==> src/hdl/cst_pkg.sv <==
// Shared types, codes and character-class functions for the character stream tokenizer.
package cst_pkg;

  // Default longest word kept; longer words are cut and flagged.
  localparam int MAX_WORD_DEF = 32;

  localparam int CHAR_W  = 8;
  localparam int KIND_W  = 5;
  localparam int VALUE_W = 32;

  // Token kinds.
  localparam logic [KIND_W-1:0] K_IDENT     = 5'd0;
  localparam logic [KIND_W-1:0] K_NUMBER    = 5'd1;
  localparam logic [KIND_W-1:0] K_KEYWORD0  = 5'd2;
  localparam logic [KIND_W-1:0] K_LBRACE    = 5'd12;
  localparam logic [KIND_W-1:0] K_RBRACE    = 5'd13;
  localparam logic [KIND_W-1:0] K_LPAREN    = 5'd14;
  localparam logic [KIND_W-1:0] K_RPAREN    = 5'd15;
  localparam logic [KIND_W-1:0] K_BACKSLASH = 5'd16;
  localparam logic [KIND_W-1:0] K_BAR       = 5'd17;
  localparam logic [KIND_W-1:0] K_DOT       = 5'd18;
  localparam logic [KIND_W-1:0] K_ASSIGN    = 5'd19;
  localparam logic [KIND_W-1:0] K_COLON     = 5'd20;
  localparam logic [KIND_W-1:0] K_SEMI      = 5'd21;
  localparam logic [KIND_W-1:0] K_RARROW    = 5'd22;
  localparam logic [KIND_W-1:0] K_DASH      = 5'd23;
  localparam logic [KIND_W-1:0] K_LARROW    = 5'd24;
  localparam logic [KIND_W-1:0] K_PLUS      = 5'd25;
  localparam logic [KIND_W-1:0] K_STAR      = 5'd26;
  localparam logic [KIND_W-1:0] K_SLASH     = 5'd27;
  localparam logic [KIND_W-1:0] K_PERCENT   = 5'd28;
  localparam logic [KIND_W-1:0] K_CARET     = 5'd29;

  // Character codes that take part in lookahead.
  localparam logic [CHAR_W-1:0] CH_COLON = 8'h3A;
  localparam logic [CHAR_W-1:0] CH_DASH  = 8'h2D;
  localparam logic [CHAR_W-1:0] CH_LT    = 8'h3C;
  localparam logic [CHAR_W-1:0] CH_EQ    = 8'h3D;
  localparam logic [CHAR_W-1:0] CH_GT    = 8'h3E;

  // Keywords, first character in the top byte, unused bytes zero.
  localparam int NUM_KW = 10;
  localparam logic [23:0] KW_TEXT [NUM_KW] = '{
    "nat", "cmd", {"S", 16'h0}, {"Z", 16'h0}, "fix",
    {"is", 8'h0}, {"in", 8'h0}, "ret", "bnd", "dcl"
  };
  localparam logic [2:0] KW_LEN [NUM_KW] = '{
    3'd3, 3'd3, 3'd1, 3'd1, 3'd3, 3'd2, 3'd2, 3'd3, 3'd3, 3'd3
  };

  typedef enum logic [1:0] {
    HELD_NONE,
    HELD_COLON,
    HELD_DASH,
    HELD_LT
  } held_t;

  typedef enum logic [2:0] {
    S_IDLE,
    S_DECODE,
    S_FLUSH,
    S_IDENT,
    S_CHAR
  } state_t;

  // Source of the word loaded into the output register.
  typedef enum logic [2:0] {
    SRC_HELD,
    SRC_KW,
    SRC_NUM,
    SRC_IDENT,
    SRC_SYM
  } src_t;

  // Commands from the controller to the datapath.
  typedef struct packed {
    logic load;
    logic emit;
    src_t src;
    logic last;
    logic clear_held;
    logic char_step;
    logic clear_word;
    logic ident_start;
    logic ident_adv;
  } cmd_t;

  // Status from the datapath to the controller.
  typedef struct packed {
    logic held_any;
    logic combo;
    logic need_flush;
    logic sym_emit;
    logic kw_hit;
    logic all_digits;
    logic last_char;
    logic slot_free;
  } stat_t;

  typedef struct packed {
    logic              hit;
    logic [KIND_W-1:0] kind;
  } sym_t;

  typedef struct packed {
    logic       hit;
    logic [3:0] idx;
  } kw_t;

  function automatic logic is_space(input logic [CHAR_W-1:0] c);
    return (c == 8'h20) || (c >= 8'h09 && c <= 8'h0D);
  endfunction

  function automatic logic is_digit(input logic [CHAR_W-1:0] c);
    return c >= 8'h30 && c <= 8'h39;
  endfunction

  function automatic logic is_word_char(input logic [CHAR_W-1:0] c);
    return is_digit(c) || (c >= 8'h41 && c <= 8'h5A) ||
           (c >= 8'h61 && c <= 8'h7A) || (c == 8'h5F);
  endfunction

  // Single-character symbols that give a token at once.
  function automatic sym_t sym_kind(input logic [CHAR_W-1:0] c);
    sym_t s;
    s.hit = 1'b1;
    unique case (c)
      8'h7B:   s.kind = K_LBRACE;
      8'h7D:   s.kind = K_RBRACE;
      8'h28:   s.kind = K_LPAREN;
      8'h29:   s.kind = K_RPAREN;
      8'h5C:   s.kind = K_BACKSLASH;
      8'h7C:   s.kind = K_BAR;
      8'h2E:   s.kind = K_DOT;
      8'h3B:   s.kind = K_SEMI;
      8'h2B:   s.kind = K_PLUS;
      8'h2A:   s.kind = K_STAR;
      8'h2F:   s.kind = K_SLASH;
      8'h25:   s.kind = K_PERCENT;
      8'h5E:   s.kind = K_CARET;
      default: begin
        s.hit  = 1'b0;
        s.kind = K_IDENT;
      end
    endcase
    return s;
  endfunction

  // Symbols that wait for one character of lookahead.
  function automatic held_t held_of(input logic [CHAR_W-1:0] c);
    held_t h;
    unique case (c)
      CH_COLON: h = HELD_COLON;
      CH_DASH:  h = HELD_DASH;
      CH_LT:    h = HELD_LT;
      default:  h = HELD_NONE;
    endcase
    return h;
  endfunction

  // Keyword match on the first three stored characters; len is 0 for long words.
  function automatic kw_t kw_match(input logic [2:0] len, input logic [CHAR_W-1:0] c0,
                                   input logic [CHAR_W-1:0] c1,
                                   input logic [CHAR_W-1:0] c2);
    kw_t r;
    r = '0;
    for (int k = 0; k < NUM_KW; k++) begin
      if (len == KW_LEN[k] && c0 == KW_TEXT[k][23:16] &&
          (len < 3'd2 || c1 == KW_TEXT[k][15:8]) &&
          (len < 3'd3 || c2 == KW_TEXT[k][7:0])) begin
        r.hit = 1'b1;
        r.idx = 4'(k);
      end
    end
    return r;
  endfunction

endpackage

==> src/hdl/char_stream_tokenizer.sv <==
// Top level of the character stream tokenizer: controller, datapath and checks.
//
// Channel  Dir  Payload                                          Framing
// s_*      in   tdata[7:0] char_code                             tlast = end_mark
// m_*      out  tdata[4:0] kind, [36:5] value, [37] word_end,    tlast = last
//               [38] truncated, [39] zero
//
// One input word at a time. A word character, space or symbol passes through S_IDLE and
// S_DECODE; a character that follows a held symbol also passes through S_CHAR unless it
// completes a pair. Closing a word passes through S_FLUSH and S_CHAR for a keyword or
// number; an identifier also stays in S_IDENT, with one word-store read per output
// character. The output register refills in the cycle it is taken, so a stalled
// m_tready holds the sequencer in place and nothing is lost.
// Reset (rst, synchronous) empties the open word and the held symbol.
module char_stream_tokenizer #(
  parameter int MAX_WORD = cst_pkg::MAX_WORD_DEF
) (
  input  logic        clk,
  input  logic        rst,
  input  logic        s_tvalid,
  output logic        s_tready,
  input  logic [7:0]  s_tdata,   // [7:0] char_code
  input  logic        s_tlast,
  output logic        m_tvalid,
  input  logic        m_tready,
  output logic [39:0] m_tdata,   // [4:0] token_kind, [36:5] token_value, [37] word_end,
                                 // [38] truncated, [39] zero
  output logic        m_tlast
);

  cst_pkg::cmd_t  cmd;
  cst_pkg::stat_t status;

  cst_ctrl u_ctrl (
    .clk      (clk),
    .rst      (rst),
    .s_tvalid (s_tvalid),
    .s_tready (s_tready),
    .status   (status),
    .cmd      (cmd)
  );

  cst_dpath #(
    .MAX_WORD (MAX_WORD)
  ) u_dpath (
    .clk      (clk),
    .rst      (rst),
    .s_tdata  (s_tdata),
    .s_tlast  (s_tlast),
    .cmd      (cmd),
    .status   (status),
    .m_tready (m_tready),
    .m_tvalid (m_tvalid),
    .m_tdata  (m_tdata),
    .m_tlast  (m_tlast)
  );

  // A result is loaded only when the output register is free or being drained.
  a_emit_free: assert property (@(posedge clk) disable iff (rst)
    cmd.emit |-> status.slot_free)
    else $error("result loaded over a pending output word");

  // Only one input word is in work at a time.
  a_one_item: assert property (@(posedge clk) disable iff (rst)
    (s_tvalid && s_tready) |=> !s_tready)
    else $error("input accepted while previous word still in work");

  // An identifier walk always produces a result in each advancing cycle.
  a_ident_emit: assert property (@(posedge clk) disable iff (rst)
    cmd.ident_adv |-> (cmd.emit && cmd.src == cst_pkg::SRC_IDENT))
    else $error("identifier index advanced without a result");

endmodule

==> src/hdl/cst_ram.sv <==
// Generic single-write, single-read RAM with registered read data.
module cst_ram #(
  parameter int WIDTH = 8,
  parameter int DEPTH = 32
) (
  input  logic                     clk,
  input  logic                     we,
  input  logic [$clog2(DEPTH)-1:0] waddr,
  input  logic [WIDTH-1:0]         wdata,
  input  logic [$clog2(DEPTH)-1:0] raddr,
  output logic [WIDTH-1:0]         rdata
);

  logic [WIDTH-1:0] mem [DEPTH];

  // Write port and registered read port.
  always_ff @(posedge clk) begin
    if (we) begin
      mem[waddr] <= wdata;
    end
    rdata <= mem[raddr];
  end

endmodule

==> src/hdl/cst_ctrl.sv <==
// Controller state machine that sequences held symbols, word flushes and characters.
module cst_ctrl (
  input  logic          clk,
  input  logic          rst,
  input  logic          s_tvalid,
  output logic          s_tready,
  input  cst_pkg::stat_t status,
  output cst_pkg::cmd_t  cmd
);

  cst_pkg::state_t state, state_next;

  // State register.
  always_ff @(posedge clk) begin
    if (rst) begin
      state <= cst_pkg::S_IDLE;
    end else begin
      state <= state_next;
    end
  end

  // Next state.
  always_comb begin
    state_next = state;
    unique case (state)
      cst_pkg::S_IDLE: begin
        if (s_tvalid) state_next = cst_pkg::S_DECODE;
      end
      cst_pkg::S_DECODE: begin
        if (status.held_any) begin
          if (status.slot_free) begin
            if (status.combo) state_next = cst_pkg::S_IDLE;
            else if (status.need_flush) state_next = cst_pkg::S_FLUSH;
            else state_next = cst_pkg::S_CHAR;
          end
        end else if (status.need_flush) begin
          state_next = cst_pkg::S_FLUSH;
        end else if (!status.sym_emit || status.slot_free) begin
          state_next = cst_pkg::S_IDLE;
        end
      end
      cst_pkg::S_FLUSH: begin
        if (status.kw_hit || status.all_digits) begin
          if (status.slot_free) state_next = cst_pkg::S_CHAR;
        end else begin
          state_next = cst_pkg::S_IDENT;
        end
      end
      cst_pkg::S_IDENT: begin
        if (status.slot_free && status.last_char) state_next = cst_pkg::S_CHAR;
      end
      cst_pkg::S_CHAR: begin
        if (!status.sym_emit || status.slot_free) state_next = cst_pkg::S_IDLE;
      end
      default: state_next = cst_pkg::S_IDLE;
    endcase
  end

  // Commands.
  always_comb begin
    cmd      = '0;
    cmd.src  = cst_pkg::SRC_HELD;
    s_tready = 1'b0;
    unique case (state)
      cst_pkg::S_IDLE: begin
        s_tready = 1'b1;
        cmd.load = s_tvalid;
      end
      cst_pkg::S_DECODE: begin
        if (status.held_any) begin
          cmd.emit       = status.slot_free;
          cmd.src        = cst_pkg::SRC_HELD;
          cmd.last       = status.combo || (!status.need_flush && !status.sym_emit);
          cmd.clear_held = status.slot_free;
        end else if (!status.need_flush) begin
          cmd.emit      = status.sym_emit && status.slot_free;
          cmd.src       = cst_pkg::SRC_SYM;
          cmd.last      = 1'b1;
          cmd.char_step = !status.sym_emit || status.slot_free;
        end
      end
      cst_pkg::S_FLUSH: begin
        if (status.kw_hit || status.all_digits) begin
          cmd.emit       = status.slot_free;
          cmd.src        = status.kw_hit ? cst_pkg::SRC_KW : cst_pkg::SRC_NUM;
          cmd.last       = !status.sym_emit;
          cmd.clear_word = status.slot_free;
        end else begin
          cmd.ident_start = 1'b1;
        end
      end
      cst_pkg::S_IDENT: begin
        cmd.emit       = status.slot_free;
        cmd.src        = cst_pkg::SRC_IDENT;
        cmd.last       = status.last_char && !status.sym_emit;
        cmd.ident_adv  = status.slot_free;
        cmd.clear_word = status.slot_free && status.last_char;
      end
      cst_pkg::S_CHAR: begin
        cmd.emit      = status.sym_emit && status.slot_free;
        cmd.src       = cst_pkg::SRC_SYM;
        cmd.last      = 1'b1;
        cmd.char_step = !status.sym_emit || status.slot_free;
      end
      default: begin
        s_tready = 1'b0;
      end
    endcase
  end

endmodule

==> src/hdl/cst_dpath.sv <==
// Datapath: input latch, word store, number accumulator, held symbol and output register.
module cst_dpath #(
  parameter int MAX_WORD = cst_pkg::MAX_WORD_DEF
) (
  input  logic                       clk,
  input  logic                       rst,
  input  logic [7:0]                 s_tdata,
  input  logic                       s_tlast,
  input  cst_pkg::cmd_t              cmd,
  output cst_pkg::stat_t             status,
  input  logic                       m_tready,
  output logic                       m_tvalid,
  output logic [39:0]                m_tdata,
  output logic                       m_tlast
);

  localparam int LW = $clog2(MAX_WORD + 1);
  localparam int AW = $clog2(MAX_WORD);

  // Latched input word.
  logic [cst_pkg::CHAR_W-1:0] ch;
  logic                       endm;

  // Lexer state.
  cst_pkg::held_t              held;
  logic [LW-1:0]               word_length;
  logic                        all_digits;
  logic [cst_pkg::VALUE_W-1:0] acc;
  logic                        overflowed;
  logic [cst_pkg::CHAR_W-1:0]  c0, c1, c2;
  logic [LW-1:0]               idx;

  // Output register.
  logic                        out_valid;
  logic [cst_pkg::KIND_W-1:0]  out_kind;
  logic [cst_pkg::VALUE_W-1:0] out_value;
  logic                        out_wend;
  logic                        out_trunc;
  logic                        out_last;

  // Decode of the latched character.
  cst_pkg::sym_t              sym;
  cst_pkg::held_t             hc;
  cst_pkg::kw_t               kw;
  logic [2:0]                 short_len;
  logic                       combo;
  logic [cst_pkg::KIND_W-1:0] held_kind;
  logic                       appending;
  logic [35:0]                acc_sum;
  logic [cst_pkg::CHAR_W-1:0] rd_char;
  logic [AW-1:0]              raddr;
  logic [LW-1:0]              idx_inc;

  logic [cst_pkg::KIND_W-1:0]  emit_kind;
  logic [cst_pkg::VALUE_W-1:0] emit_value;
  logic                        emit_wend;
  logic                        emit_trunc;

  assign sym       = cst_pkg::sym_kind(ch);
  assign hc        = cst_pkg::held_of(ch);
  assign short_len = (word_length > LW'(3)) ? 3'd0 : word_length[2:0];
  assign kw        = cst_pkg::kw_match(short_len, c0, c1, c2);
  assign idx_inc   = idx + LW'(1);

  // A held symbol pairs with the next character into a two-character token.
  assign combo = !endm && ((held == cst_pkg::HELD_COLON && ch == cst_pkg::CH_EQ) ||
                           (held == cst_pkg::HELD_DASH && ch == cst_pkg::CH_GT) ||
                           (held == cst_pkg::HELD_LT && ch == cst_pkg::CH_DASH));

  always_comb begin
    unique case (held)
      cst_pkg::HELD_COLON: held_kind = combo ? cst_pkg::K_ASSIGN : cst_pkg::K_COLON;
      cst_pkg::HELD_DASH:  held_kind = combo ? cst_pkg::K_RARROW : cst_pkg::K_DASH;
      default:             held_kind = combo ? cst_pkg::K_LARROW : cst_pkg::K_PLUS;
    endcase
  end

  // Status toward the controller.
  always_comb begin
    status.held_any   = held != cst_pkg::HELD_NONE;
    status.combo      = combo;
    status.need_flush = (word_length != '0) && (endm || !cst_pkg::is_word_char(ch));
    status.sym_emit   = !endm && sym.hit;
    status.kw_hit     = kw.hit && !overflowed;
    status.all_digits = all_digits;
    status.last_char  = idx_inc == word_length;
    status.slot_free  = !out_valid || m_tready;
  end

  // A character that is neither space nor symbol joins the open word.
  assign appending = cmd.char_step && !endm && !sym.hit && hc == cst_pkg::HELD_NONE &&
                     !cst_pkg::is_space(ch);

  // acc * 10 + digit, in 36 bits for the saturation test.
  assign acc_sum = {1'b0, acc, 3'b000} + {3'b000, acc, 1'b0} + {32'h0, ch[3:0]};

  // Word character store.
  always_comb begin
    if (cmd.ident_start) raddr = '0;
    else if (cmd.ident_adv) raddr = idx_inc[AW-1:0];
    else raddr = idx[AW-1:0];
  end

  cst_ram #(
    .WIDTH (cst_pkg::CHAR_W),
    .DEPTH (MAX_WORD)
  ) u_word_ram (
    .clk   (clk),
    .we    (appending && word_length != LW'(MAX_WORD)),
    .waddr (word_length[AW-1:0]),
    .wdata (ch),
    .raddr (raddr),
    .rdata (rd_char)
  );

  // Input latch.
  always_ff @(posedge clk) begin
    if (cmd.load) begin
      ch   <= s_tdata;
      endm <= s_tlast;
    end
  end

  // Held symbol.
  always_ff @(posedge clk) begin
    if (rst) begin
      held <= cst_pkg::HELD_NONE;
    end else if (cmd.clear_held) begin
      held <= cst_pkg::HELD_NONE;
    end else if (cmd.char_step && !endm && hc != cst_pkg::HELD_NONE) begin
      held <= hc;
    end
  end

  // Open word: length, class, number value and overflow.
  always_ff @(posedge clk) begin
    if (rst || cmd.clear_word) begin
      word_length <= '0;
      all_digits  <= 1'b1;
      acc         <= '0;
      overflowed  <= 1'b0;
    end else if (appending) begin
      if (word_length == LW'(MAX_WORD)) begin
        overflowed <= 1'b1;
      end else begin
        word_length <= word_length + LW'(1);
        if (!cst_pkg::is_digit(ch)) begin
          all_digits <= 1'b0;
        end else if (all_digits) begin
          acc <= (acc_sum[35:32] != 4'h0) ? '1 : acc_sum[31:0];
        end
      end
    end
  end

  // First three characters for keyword matching.
  always_ff @(posedge clk) begin
    if (appending) begin
      if (word_length == LW'(0)) c0 <= ch;
      if (word_length == LW'(1)) c1 <= ch;
      if (word_length == LW'(2)) c2 <= ch;
    end
  end

  // Identifier read index.
  always_ff @(posedge clk) begin
    if (cmd.ident_start) begin
      idx <= '0;
    end else if (cmd.ident_adv) begin
      idx <= idx_inc;
    end
  end

  // Result selection.
  always_comb begin
    emit_kind  = cst_pkg::K_IDENT;
    emit_value = '0;
    emit_wend  = 1'b0;
    emit_trunc = 1'b0;
    unique case (cmd.src)
      cst_pkg::SRC_HELD: emit_kind = held_kind;
      cst_pkg::SRC_KW:   emit_kind = cst_pkg::K_KEYWORD0 + cst_pkg::KIND_W'(kw.idx);
      cst_pkg::SRC_NUM: begin
        emit_kind  = cst_pkg::K_NUMBER;
        emit_value = acc;
        emit_trunc = overflowed;
      end
      cst_pkg::SRC_IDENT: begin
        emit_kind  = cst_pkg::K_IDENT;
        emit_value = {24'h0, rd_char};
        emit_wend  = status.last_char;
        emit_trunc = overflowed;
      end
      cst_pkg::SRC_SYM:  emit_kind = sym.kind;
      default:           emit_kind = cst_pkg::K_IDENT;
    endcase
  end

  // Output register; it refills in the cycle its word is taken.
  always_ff @(posedge clk) begin
    if (rst) begin
      out_valid <= 1'b0;
    end else if (cmd.emit) begin
      out_valid <= 1'b1;
    end else if (m_tready) begin
      out_valid <= 1'b0;
    end
  end

  always_ff @(posedge clk) begin
    if (cmd.emit) begin
      out_kind  <= emit_kind;
      out_value <= emit_value;
      out_wend  <= emit_wend;
      out_trunc <= emit_trunc;
      out_last  <= cmd.last;
    end
  end

  assign m_tvalid = out_valid;
  assign m_tdata  = {1'b0, out_trunc, out_wend, out_value, out_kind};
  assign m_tlast  = out_last;

endmodule
==> config.mk <==
export PLATFORM = sky130hd
export DESIGN_NAME = char_stream_tokenizer
export DESIGN_NICKNAME = d
export VERILOG_FILES = /design/src/hdl/cst_pkg.sv /design/src/hdl/char_stream_tokenizer.sv /design/src/hdl/cst_ram.sv /design/src/hdl/cst_ctrl.sv /design/src/hdl/cst_dpath.sv
export SDC_FILE = /design/constraint.sdc
export NUM_CORES = 1
export LEC_CHECK = 0
export BUFFER_PORTS_ARGS = -buffer_cell sky130_fd_sc_hd__buf_2
export CAP_MARGIN = 10
export CORE_MARGIN = 2
export CORE_UTILIZATION = 45
export CTS_BUF_LIST = sky130_fd_sc_hd__clkbuf_8
export DETAILED_ROUTE_END_ITERATION = 10
export PLACE_DENSITY = 0.68
export SETUP_SLACK_MARGIN = 0.05
export SYNTH_ARGS = -nofsm -noshare
export SYNTH_HDL_FRONTEND = slang
export SYNTH_SLANG_ARGS = --single-unit
==> constraint.sdc <==
create_clock -name clk -period 5 [get_ports clk]
set_input_delay 0.75 -clock clk [delete_from_list [all_inputs] [get_ports clk]]
set_output_delay 0.75 -clock clk [all_outputs]
set_load 0.005 [all_outputs]
### After elaboration in Yosys (flattened, before gate mapping)

Memories as Yosys holds them, arrays and structs flattened. A register that Yosys moved wholly into a read port is not among the register bits.
Index checks and enable logic that the tools add are counted.

| word-level totals | value |
|---|---|
| register bits after elaboration | 125 |
| bits in latches | 0 |
| RAM bits | 256 |
| memory bits (read-only) | 0 |
| bits of input ports | 13 |
| output and inout bits | 43 |
| logic and storage cells | 260 |
| memories | 1 |

| cells by class | value |
|---|---|
| add/subtract/negate cells | 5 |
| multipliers | 0 |
| div/mod/pow operators | 0 |
| $lt $le $gt $ge | 11 |
| equality and inequality tests | 63 |
| shift operators | 0 |
| muxes and demuxes | 55 |
| bitwise logic cells | 2 |
| reductions and logical operators | 105 |

Memories:

| memory | depth | bits a word | rd ports | clocked after Yosys merged registers in | wr ports | RTL line | text |
|---|---|---|---|---|---|---|---|
| u_dpath.u_word_ram.mem | 32 | 8 | 1 | 1 | 1 | cst_ram.sv:14 | `logic [WIDTH-1:0] mem [DEPTH];` |

Operator list:

| operator | count |
|---|---|
| == test 8 x 7 -> 1 bit (second input constant) | 26 |
| == test 8 x 6 -> 1 bit (second input constant) | 14 |
| 2-to-1 mux 5 bit | 15 |
| one-hot mux 5 bit (13 select lines) | 1 |
| one-hot mux 32 bit (2 select lines) | 1 |
| logical AND 1 bit | 50 |
| one-hot mux 5 bit (4 select lines) | 2 |
| adder 35 x 33 -> 36 bit | 1 |
| adder 36 x 4 -> 36 bit | 1 |
| 2-to-1 mux 3 bit | 12 |
| 2-to-1 mux 32 bit | 1 |
| logical OR 1 bit | 25 |
| == test 3 x 2 -> 1 bit (second input constant) | 6 |
| 2-to-1 mux 1 bit | 17 |
| >= comparator 8 x 7 -> 1 bit (second input constant) | 2 |
| <= comparator 8 x 7 -> 1 bit (second input constant) | 2 |
| logical NOT 8 bit | 2 |
| one-hot mux 3 bit (5 select lines) | 1 |
| OR reduction 13 bit | 1 |
| adder 6 x 1 -> 6 bit (second input constant) | 2 |
| one-hot mux 5 bit (2 select lines) | 1 |
| AND reduction 2 bit | 5 |
| == test 3 x 1 -> 1 bit (second input constant) | 3 |
| >= comparator 8 x 4 -> 1 bit (second input constant) | 1 |
| other kinds (31) | 49 |

### Longest topological paths before layout

| depth | value |
|---|---|
| word-level depth | 22 |
| depth in mapped cells | 15 |
| gate-level depth less buffers | 14 |

### Cells and area by module

From an unflattened synthesis, not the netlist that was laid out.

| unflattened totals | value |
|---|---|
| cell total of the unflattened synthesis | 1,258 |
| area total of the unflattened synthesis | 18,469.0 µm² |

Modules (own cells, without submodules):

| module | times used | cells each | area an instance (µm²) | sequential area each (µm²) |
|---|---|---|---|---|
| cst_ram | 1 | 417 | 10,053.4 | 7,847.5 |
| cst_dpath | 1 | 774 | 7,980.2 | 3,173.0 |
| cst_ctrl | 1 | 67 | 435.4 | 60.1 |

### Worst setup path before layout

Ideal clock, no wire load.

| path | value |
|---|---|
| path type | register -> register |
| from | register u_dpath.ch[6] (netlist name) |
| to | register u_dpath.out_last, in the netlist u_dpath.m_tlast, enable pin |
| library setup time | 0.401 ns |
| arrival | 3.623 ns |
| required time | 4.599 ns |
| path slack | 0.976 ns |
| stages on the path, launching flop included | 12 |
| buffers on the path | 1 |
| clock period less this slack | 4.024 ns |
| path through | edfxtp_1 > buf_2 > nand2_1 > nor4_1 > nand3_1 > a21boi_0 > a21oi_1 > a21oi_1 > a211o_1 > a21oi_1 > a22oi_1 > and2_1 |

RTL lines:

| item | RTL line | text |
|---|---|---|
| start, declared | cst_dpath.sv:21 | `logic [cst_pkg::CHAR_W-1:0] ch;` |
| start signal, assigned | cst_dpath.sv:119 | `ch <= s_tdata;` |
| end signal, assigned | cst_dpath.sv:216 | `out_last <= cmd.last;` |
| end, declared | cst_dpath.sv:39 | `logic out_last;` |

### Final worst setup path

| path | value |
|---|---|
| from | register u_dpath.word_length[2] |
| to | register u_dpath.u_word_ram.rdata[5] (read register of u_dpath.u_word_ram.mem) |

| between the ends | value |
|---|---|
| longest elaborated chain between the ends | 21 |
| elaborated cells between the ends (all ways) | 64 |
| classes of those cells | order compare: 3; eq/ne: 3; mux: 14; reduce/logical: 44 |

RTL lines:

| item | RTL line | text |
|---|---|---|
| start, declared | cst_dpath.sv:26 | `logic [LW-1:0] word_length;` |
| start signal, assigned | cst_dpath.sv:146 | `word_length <= word_length + LW'(1);` |
| > comparator 6 x 2 -> 1 bit | cst_dpath.sv:61 | `assign short_len = (word_length > LW'(3)) ? 3'd0 : word_length[2:0];` |
| 2-to-1 mux 3 bit (*) | cst_dpath.sv:61 |  |
| < comparator 3 x 2 -> 1 bit / == test 3 x 2 -> 1 bit (equally long branches) | cst_pkg.sv:169, cst_pkg.sv:168 |  |
| logical OR 1 bit / logical AND 1 bit (equally long branches) | cst_pkg.sv:169, cst_pkg.sv:168 |  |
| logical AND 1 bit | cst_pkg.sv:168 | `if (len == KW_LEN[k] && c0 == KW_TEXT[k][23:16] &&` |
| logical AND 1 bit | cst_pkg.sv:169 | `(len < 3'd2 \|\| c1 == KW_TEXT[k][15:8]) &&` |
| 2-to-1 mux 5 bit (9 in series) | cst_pkg.sv:168 |  |
| 2-to-1 mux 5 bit (*) | cst_pkg.sv:168 |  |
| logical AND 1 bit (*) | cst_dpath.sv:84 | `status.kw_hit = kw.hit && !overflowed;` |
| logical OR 1 bit (*) | cst_ctrl.sv:83 | `if (status.kw_hit \|\| status.all_digits) begin` |
| 2-to-1 mux 1 bit (*) | cst_ctrl.sv:83 |  |
| 2-to-1 mux 1 bit (*) | cst_ctrl.sv:64 | `unique case (state)` |
| 2-to-1 mux 5 bit (*) | cst_dpath.sv:99 | `if (cmd.ident_start) raddr = '0;` |
| end, declared | cst_ram.sv:11 | `output logic [WIDTH-1:0] rdata` |

Mark *: on every way between the ends. The rest lies on a longest branch, timed or not.
A chain may end at the register's enable or synchronous reset.

==> results.sh <==
export IMPL_hold_viol=0
export IMPL_tightestPinTransition_ns=1.02
export IMPL_wl_met3_mm=2.81
export IMPL_worstHoldPathType="input pin to flip-flop"
export IMPL_die_area_sq_mm=0.0422
export IMPL_dr_pass1_iters=5
export IMPL_num_vias=12400
export IMPL_pin_count=56
export IMPL_finClkSkew_ns=0.0288
export IMPL_tritoncts="built"
export IMPL_cp_max_fo=16
export IMPL_num_fill_cells=3440
export IMPL_tns_ns=0
export IMPL_synthTopCellsByArea="edfxtp_1, dfxtp_1, ha_1"
export IMPL_postCtsSetupRepairBufs=0
export IMPL_post_dp_hpwl_mm=30.0
export IMPL_yosysTopAreaCellShare=0.541
export IMPL_max_freq_mhz=225
export IMPL_grtUsageTotal=0.216
export IMPL_synthFlopType="edfxtp_1"
export IMPL_antenna_found_initial=0
export IMPL_gp_congestion=0.891
export IMPL_initial_core_util=0.458
export IMPL_required_ns=5.47
export IMPL_remaining_drc_errors=0
export IMPL_die_h_um=206
export IMPL_ant_nets=0
export IMPL_cp_slowest_cell="a311oi_1"
export IMPL_rr_startpoint="u_dpath.word_length[2]"
export IMPL_io_buffers=54
export IMPL_worst_setup_path_type="flip-flop to flip-flop"
export IMPL_clock_root_buffer="clkbuf_8"
export IMPL_fin_util=0.510
export IMPL_clockBufferDepth=3
export IMPL_avgViaCountPerCell=5.82
export IMPL_outcome="finished clean"
export IMPL_cp_data_arrival_time_ns=4.92
export IMPL_yosys_warnings=0
export IMPL_fin_crit_ns=4.45
export IMPL_insertedDiodeCount=0
export IMPL_synth_nets=1545
export IMPL_slew_viol_final=0
export IMPL_grt_overflow_total=0
export IMPL_power_per_cell_area_mw_per_mm2=333
export IMPL_synthCells=1457
export IMPL_syn_area_per_cell_sq_um=12.5
export IMPL_multi_input_area_sq_mm=0.00678
export IMPL_dp_cells=2008
export IMPL_ir_drop_mv=0.267
export IMPL_area_growth_pct=11.5
export IMPL_highest_layer="met4"
export IMPL_fin_nets=1634
export IMPL_synth_cells_most_frequent="edfxtp_1, nand2_1, nor2_1"
export IMPL_cts_hold_buf=0
export IMPL_synth_edf_count=329
export IMPL_seq_area_sq_mm=0.0111
export IMPL_cp_end_kind="flip-flop"
export IMPL_clkTransAtPathRegs_ns=0.06
export IMPL_maxCapViolCount=0
export IMPL_finalNonFillerCells=2122
export IMPL_drtIter0Drc=861
export IMPL_synth_distinct_cells=92
export IMPL_hold_start="s_tlast"
export IMPL_startpoint_type="flip-flop"
export IMPL_rows=73
export IMPL_ys_ff_latch=389
export IMPL_grt_pass1_vias=12500
export IMPL_core_area_sq_mm=0.0399
export IMPL_wl_mm=44.6
export IMPL_max_stage_delay_ns=0.71
export IMPL_synth_top_cell_by_area="edfxtp_1"
export IMPL_grt_pass1_wl_mm=70.5
export IMPL_ys_seq_area_frac=0.606
export IMPL_setup_violations_final=0
export IMPL_cts_sinks=389
export IMPL_final_area_sq_mm=0.0204
export IMPL_dr_wl_met2_mm=21.9
export IMPL_syn_cell_area_sq_mm=0.0183
export IMPL_drive_above_1_share=0.143
export IMPL_slew_headroom=0.321
export IMPL_min_to="u_dpath.endm"
export IMPL_wire_per_inst_um=21.0
export IMPL_cts_buffers=61
export IMPL_htree_levels=2
export IMPL_p_leak_nw=7.81
export IMPL_die_w_um=206
export IMPL_rsz0062_at_grt="false"
export IMPL_worst_r2r_cell_count=13
export IMPL_place_area_sq_mm=0.0192
export IMPL_cts_resized=0
export IMPL_drt_met1_wl_mm=18.8
export IMPL_period_share=0.890
export IMPL_grt_start_max_net_pins=48
export IMPL_ys_async_sr_fraction=0
export IMPL_yosysMostFrequentCell="edfxtp_1"
export IMPL_crit_chain="buf_4, or3_1, nor2_1, o31ai_1, a31oi_1, a41oi_4, o31ai_2, buf_4, inv_1, nor2_1, a311oi_1, a311oi_1, a31oi_1"
export IMPL_r2r_slack_ns=0.55
export IMPL_r2r_end="u_dpath.u_word_ram.rdata[5]"
export IMPL_whs_path_depth=1
export IMPL_insertion_delay_ns=0.65
## worst max-delay path by stage
stage | slack, ns | to | from | cells past startpoint
6_report | 0.55 | u_dpath.u_word_ram.rdata[5] | u_dpath.word_length[2] | 13
5_1_grt | 0.19 | u_dpath.u_word_ram.rdata[7] | u_dpath.word_length[3] | 12
4_1_cts | 0.67 | u_dpath.u_word_ram.rdata[3] | u_dpath.word_length[2] | 13
3_5_place_dp | 0.69 | u_dpath.u_word_ram.mem[31][7] | u_dpath.ch[0] | 10
3_3_place_gp | 0.72 | u_dpath.u_word_ram.rdata[3] | m_tready | 13
2_1_floorplan | 0.98 | u_dpath.m_tlast | u_dpath.ch[6] | 11
## metal layers
metal	global-route usage	up-vias
li1	-	5743
met1	0.280	6103
met2	0.372	424
met3	0.0356	84
met4	0.0622	0
met5	0	-
## through the flow
step	hold slack, ns	total power, W	setup WS [ns]
floorplan	0.467	0.00404	0.976
global placement	0.494	0.00421	0.715
detailed placement	0.505	0.00422	0.693
CTS	0.259	0.00683	0.666
global route	0.271	0.00703	0.195
finish	0.296	0.00678	0.548
## cells in the final DEF, fill, tap and decap left out, types with 9 or more instances in the layout
cell / count
nand4_1: 12
edfxtp_1: 329
xnor2_1: 26
nand2b_1: 12
buf_4: 43
nor3_1: 37
o22ai_1: 11
o21ai_0: 62
buf_2: 54
dfxtp_1: 60
and3_1: 17
clkinv_2: 9
mux2i_1: 48
nor2b_1: 14
xor2_1: 25
a31oi_1: 24
a21o_1: 25
and2_1: 39
nor2_1: 88
mux2_2: 9
a21oi_1: 84
a311oi_1: 15
clkbuf_8: 65
nand3_1: 31
a32oi_1: 15
a221oi_1: 9
mux4_2: 9
a22o_1: 9
nand2_1: 151
inv_1: 29
ha_1: 73
clkinv_1: 22
o31ai_1: 10
o221ai_1: 10
## logic make-up after synthesis
| group | Yosys count | synth area share |
|---|---|---|
| adders and majority gates | 75 | 0.0522 |
| and+or+nand+nor | 453 | 0.124 |
| other | 1 | 0.000205 |
| muxes | 66 | 0.0429 |
| buffers and inverters | 91 | 0.0247 |
| AOI/OAI and AO/OA | 329 | 0.123 |
| DFF | 389 | 0.606 |
| xor gates and xnor gates | 53 | 0.0258 |
## report_power, final
part / switching (W) / internal (W)
Combinational: 0.000355 / 0.000183
Clock: 0.00126 / 0.00136
Sequential: 0.0000503 / 0.00357
## layout make-up
| class | count | share of cell area |
|---|---|---|
| clock inverters | 49 | 0.0147 |
| inverters | 20 | 0.00368 |
| multi-input cells | 977 | 0.333 |
| well taps | 525 | 0.0322 |
| flip-flops and latches | 389 | 0.544 |
| repair buffers | 97 | 0.0291 |
| clock buffers | 65 | 0.0439 |
## registers in the layout, summed over array words and instances, names as in the netlist
signal / cells
u_dpath.idx: 6
u_dpath.u_word_ram.rdata: 8
u_dpath.word_length: 6
u_dpath.endm: 1
u_dpath.c1: 8
u_dpath.out_trunc: 1
u_dpath.m_tlast: 1
u_dpath.out_wend: 1
u_dpath.c0: 8
u_ctrl.state: 3
u_dpath.held: 2
u_dpath.all_digits: 1
u_dpath.acc: 32
u_dpath.c2: 8
u_dpath.out_value: 32
u_dpath.ch: 8
u_dpath.u_word_ram.mem: 256
u_dpath.overflowed: 1
u_dpath.m_tvalid: 1
u_dpath.out_kind: 5
## critical path, delay by kind of cell, from the launching register on
kind / cells / cell delay (ns)
compound gates: 7 / 1.99
simple gates: 3 / 1.29
buf+inv: 3 / 0.70
flops: 1 / 0.30
Note: power is estimated with default switching activity, not from simulation.
